`src/hw/rtl/psdl_pkg.sv`:
```
`timescale 1ns / 1ps
`default_nettype none

package psdl_pkg;

    localparam int CAPACITY_DEF = 64;

    localparam int KEY_W    = 32;
    localparam int COLOR_W  = 32;
    localparam int CORNER_W = 64;
    localparam int STATUS_W = 2;

    localparam logic OP_INSERT = 1'b0;
    localparam logic OP_DRAIN  = 1'b1;

    localparam logic KIND_SHADOW = 1'b1;

    localparam logic [STATUS_W-1:0] ST_ACCEPTED = 2'd0;
    localparam logic [STATUS_W-1:0] ST_DROPPED  = 2'd1;
    localparam logic [STATUS_W-1:0] ST_DRAINED  = 2'd2;

    typedef struct packed {
        logic                kind;
        logic [COLOR_W-1:0]  color;
        logic [CORNER_W-1:0] corner0;
        logic [CORNER_W-1:0] corner1;
        logic [CORNER_W-1:0] corner2;
        logic [CORNER_W-1:0] corner3;
    } prim_t;

    typedef struct packed {
        logic [STATUS_W-1:0] status;
        logic                entry_valid;
        logic [KEY_W-1:0]    priority_val;
        prim_t               prim;
        logic                last_of_run;
    } result_t;

    // shadows keep only the y word of corner zero
    function automatic prim_t make_prim(
        input logic                kind,
        input logic [COLOR_W-1:0]  color,
        input logic [CORNER_W-1:0] c0,
        input logic [CORNER_W-1:0] c1,
        input logic [CORNER_W-1:0] c2,
        input logic [CORNER_W-1:0] c3
    );
        prim_t p;
        p.kind  = kind;
        p.color = color;
        if (kind == KIND_SHADOW)
        begin
            p.corner0 = {{(CORNER_W/2){1'b0}}, c0[CORNER_W/2-1:0]};
            p.corner1 = '0;
            p.corner2 = '0;
            p.corner3 = '0;
        end
        else
        begin
            p.corner0 = c0;
            p.corner1 = c1;
            p.corner2 = c2;
            p.corner3 = c3;
        end
        return p;
    endfunction

endpackage

`default_nettype wire

```
`src/hw/rtl/psdl_ram.sv`:
```
`timescale 1ns / 1ps
`default_nettype none

module psdl_ram #(
    parameter int WIDTH = psdl_pkg::KEY_W,
    parameter int DEPTH = psdl_pkg::CAPACITY_DEF
) (
    input  wire logic                     clk,
    input  wire logic                     we,
    input  wire logic [$clog2(DEPTH)-1:0] waddr,
    input  wire logic [WIDTH-1:0]         wdata,
    input  wire logic                     re,
    input  wire logic [$clog2(DEPTH)-1:0] raddr,
    output logic      [WIDTH-1:0]         rdata
);

    logic [WIDTH-1:0] mem_reg [DEPTH];
    logic [WIDTH-1:0] rdata_reg;

    always_ff @(posedge clk)
    begin
        if (we)
        begin
            mem_reg[waddr] <= wdata;
        end
        if (re)
        begin
            rdata_reg <= mem_reg[raddr];
        end
    end

    assign rdata = rdata_reg;

endmodule

`default_nettype wire

```
`config.mk`:
```
export PLATFORM = sky130hd
export DESIGN_NAME = psdl_ram
export DESIGN_NICKNAME = d
export VERILOG_FILES = /design/src/hw/rtl/psdl_pkg.sv /design/src/hw/rtl/psdl_ram.sv
export SDC_FILE = /design/constraint.sdc
export NUM_CORES = 2
export LEC_CHECK = 0
export BUFFER_PORTS_ARGS = -buffer_cell sky130_fd_sc_hd__buf_2
export CAP_MARGIN = 20
export CORE_AREA = 2 2 379 381
export DETAILED_ROUTE_END_ITERATION = 12
export DIE_AREA = 0 0 381 383
export PLACE_DENSITY = 0.76
export SYNTH_ARGS = -nofsm -noshare
export SYNTH_HDL_FRONTEND = slang
export SYNTH_SLANG_ARGS = --single-unit
```
`constraint.sdc`:
```
create_clock -name clk -period 3.7 [get_ports clk]
set_input_delay 0.555 -clock clk [delete_from_list [all_inputs] [get_ports clk]]
set_output_delay 0.555 -clock clk [all_outputs]
set_load 0.005 [all_outputs]
```
==> run_results.csv <==
group,metric,value,unit
status,outcome,"finished clean",
timing,slew_headroom,0.259,
clock_tree,cts_buffer_depth,3,
placed_design,place_congestion,0.826,
power_and_ir_drop,power_leakage,28.2,nW
yosys,yosys.cell_types.count,33,
layout,syn_to_final_growth,14.2,%
yosys,syn-instance-count,3324,
detailed_routing,overall_via_count_from_detail_route,38700,
die,initial_utilization,0.554,
yosys,yosys_register_bits,2080,
detailed_routing,drt-vias-per-instance,6.75,
worst_hold_path,hold-path-cell-count,1,
worst_setup_path,rr_startpoint,"mem_reg[36][26]",
timing,timing.final.crit_share,0.782,
placed_design,detailedPlace.worstSlack,162,ps
timing,finalMaxSlewViolations,0,
timing,post-route-min-period,2890,ps
die,chipWidth,381,um
global_route,grt_max_degree,65,
layout,commonest_non_fill_non_tap_cell_in_the_layout,"sky130_fd_sc_hd__edfxtp_1",
worst_setup_path,critical_path_depth,7,
detailed_routing,dr.pass1.iters,6,
global_route,globalRouteOverflowTotal,0,
worst_setup_path,crit_type,"in -> reg",
worst_setup_path,crit_path_start_kind,"input port",
worst_setup_path,timing.critical_path.cells,"buf_8 -> buf_12 -> nor2b_1 -> a22oi_1 -> and3_1 -> o32ai_1 -> nor3_1",
clock_tree,clk-insertion-delay-late,830,ps
clock_tree,tritoncts,"done",
timing,max_clock_freq,346,MHz
layout,most-common-layout-cells,"sky130_fd_sc_hd__edfxtp_1 (2080), sky130_fd_sc_hd__mux4_2 (544), sky130_fd_sc_hd__clkbuf_16 (196)",
layout,nets_finish,3704,
worst_setup_path,timing.reg2reg.worst_path_depth,4,
yosys,synthesis.yosys.warnings,0,
worst_hold_path,min_from,"wdata[31]",
worst_setup_path,cp_max_fo,64,
detailed_routing,drtIter0Drc,6508,
detailed_routing,detail-route-antenna-nets,0,
clock_tree,cts_max_level,4,
die,die-area,146000,sq um
timing,worst-slew-pin-transition,1110,ps
layout,num-fill-cells,9010,
timing,skew,31.3,ps
yosys,post_synth_instance_area,78800,sq um
layout,utilization,0.633,
yosys,ys_async_sr_fraction,0,
layout,largest_register_ffs,2048,
die,die_height,383,um
clock_tree,postCtsHoldBufs,0,
placed_design,hpwl_detailed,110000,um
detailed_routing,drc,0,
timing,report.final.hold_viol_count,0,
clock_tree,tritoncts_num_sinks,2080,
die,io-pin-count,79,
yosys,syn_nets,3371,
worst_setup_path,timing.critical_path.slowest_cell_delay,840,ps
detailed_routing,detail_route.wirelength,202000,um
job,drv.max_cap_violation_count,0,
global_route,first_global_vias,39100,
timing,setup_viol,0,
timing,setup_slack,808,ps
placed_design,port_buffers,78,
global_route,antenna_found_initial,22,
layout,layout_cell_share_with_drive_strength_beyond_1,0.314,
timing,setup_tns,0,ps
yosys,synth_top_flop_cell,"sky130_fd_sc_hd__edfxtp_1",
die,core-area,142000,sq um
clock_tree,tritoncts.num_buffers,192,
worst_setup_path,setup.worst_path.end_class,"register",
timing,rsz0062_at_grt,"no",
clock_tree,cts-root-buf,"sky130_fd_sc_hd__clkbuf_16",
global_route,wire_length_of_the_first_global_routing_pass,285000,um
worst_setup_path,critical_path_buffers_and_inverters,2,
power_and_ir_drop,pwr_density_cell,532,nW/um^2
worst_setup_path,cp_data_arrival_time,3390,ps
yosys,synth_edf_count,2080,
worst_setup_path,slowest_cp_cell,"sky130_fd_sc_hd__o32ai_1",
worst_setup_path,timing.critical_path.max_delay_family,"compound AO/OA/AOI/OAI gates",
global_route,globalRouteTotalUtil,0.278,
die,rows,139,
yosys,synth-seq-area-share,0.792,
worst_hold_path,hold_path_class,"in -> reg",
worst_setup_path,ff2ff_setup_slack,1170,ps
power_and_ir_drop,max-vdd-ir-drop,0.389,mV
detailed_routing,routedWlPerCell,35.3,um
clock_tree,cts.reportedPaths.clkPinSlew,60,ps
worst_setup_path,crit_required,4200,ps
yosys,synth_area_per_inst,23.7,sq um
clock_tree,cts_post_setup_buffers_inserted,0,
clock_tree,post_cts.resized_instances,0,
worst_setup_path,critPathLaunch,"raddr[1]",
-- final cells by class --
type | instances | area (sq um) | share of cell area
Clock inverter | 122 | 1010 | 0.0112
Timing Repair Buffer | 321 | 3180 | 0.0353
Clock buffer | 232 | 5040 | 0.0560
Tap cell | 1903 | 2380 | 0.0264
Antenna cell | 8 | 20.0 | 0.000222
Sequential cell | 2080 | 62500 | 0.693
Multi-Input combinational cell | 1062 | 16000 | 0.177
-- synthesized netlist by cell type, types with 2 or more instances --
cell / instances / area [sq um]
sky130_fd_sc_hd__nand4_1: 2 / 12.5
sky130_fd_sc_hd__and3_1: 4 / 25.0
sky130_fd_sc_hd__buf_2: 57 / 285
sky130_fd_sc_hd__a21oi_1: 62 / 310
sky130_fd_sc_hd__nand3b_1: 5 / 37.5
sky130_fd_sc_hd__o32ai_1: 4 / 35.0
sky130_fd_sc_hd__buf_4: 25 / 188
sky130_fd_sc_hd__and2_1: 2 / 12.5
sky130_fd_sc_hd__nand2b_1: 8 / 50.1
sky130_fd_sc_hd__or3b_2: 3 / 26.3
sky130_fd_sc_hd__clkbuf_1: 74 / 278
sky130_fd_sc_hd__mux2i_1: 93 / 931
sky130_fd_sc_hd__mux4_2: 544 / 12300
sky130_fd_sc_hd__nor2b_1: 15 / 93.8
sky130_fd_sc_hd__o22ai_1: 84 / 526
sky130_fd_sc_hd__buf_1: 21 / 78.8
sky130_fd_sc_hd__a311oi_1: 8 / 70.1
sky130_fd_sc_hd__nand3_1: 5 / 25.0
sky130_fd_sc_hd__or3_1: 3 / 18.8
sky130_fd_sc_hd__nor3_1: 7 / 35.0
sky130_fd_sc_hd__nor2_1: 137 / 514
sky130_fd_sc_hd__a22oi_1: 12 / 90.1
sky130_fd_sc_hd__buf_6: 5 / 56.3
sky130_fd_sc_hd__nand2_1: 26 / 97.6
sky130_fd_sc_hd__or3b_1: 2 / 17.5
sky130_fd_sc_hd__o221ai_1: 27 / 236
sky130_fd_sc_hd__edfxtp_1: 2080 / 62500
sky130_fd_sc_hd__a41o_1: 4 / 40.0
-- worst paths after layout --
check                                        to
worst min-delay path            mem_reg[52][31]
worst min register to register         rdata[4]
worst max register to register        rdata[26]
worst max-delay path                  rdata[17]
-- report_power, final --
group / total, mW / internal [mW] / switching, mW
Combinational: 2.47 / 0.987 / 1.48
Clock: 19.2 / 10.7 / 8.53
Sequential: 26.2 / 26.1 / 0.0861
-- cell families (layout without fill, tap and decap cells) --
| family | after synthesis | count (layout) | share of synthesized area |
|---|---|---|---|
| AOI/OAI and AO/OA | 202 | 202 | 0.0167 |
| other | 0 | 8 | 0 |
| and+or+nand+nor | 223 | 223 | 0.0126 |
| buffers and inverters | 182 | 675 | 0.0112 |
| DFF | 2080 | 2080 | 0.792 |
| muxes | 637 | 637 | 0.167 |
-- routing by layer --
metal	share of wire	track usage
met5	0.00037	0
met4	0.033	0.0938
met3	0.13	0.0633
met2	0.49	0.444
met1	0.35	0.385
-- per-stage QoR --
step,total power [mW],hold slack [ps],cells,area [sq um]
6_report,47.9,16.7,5728,90100
5_1_grt,49.0,1.01,5725,90100
4_1_cts,47.9,383,5692,89500
3_3_place_gp,29.0,809,5338,83400
2_1_floorplan,27.9,654,3324,78800
3_5_place_dp,29.1,828,5338,83400
Power figures use the tool's default switching activity.
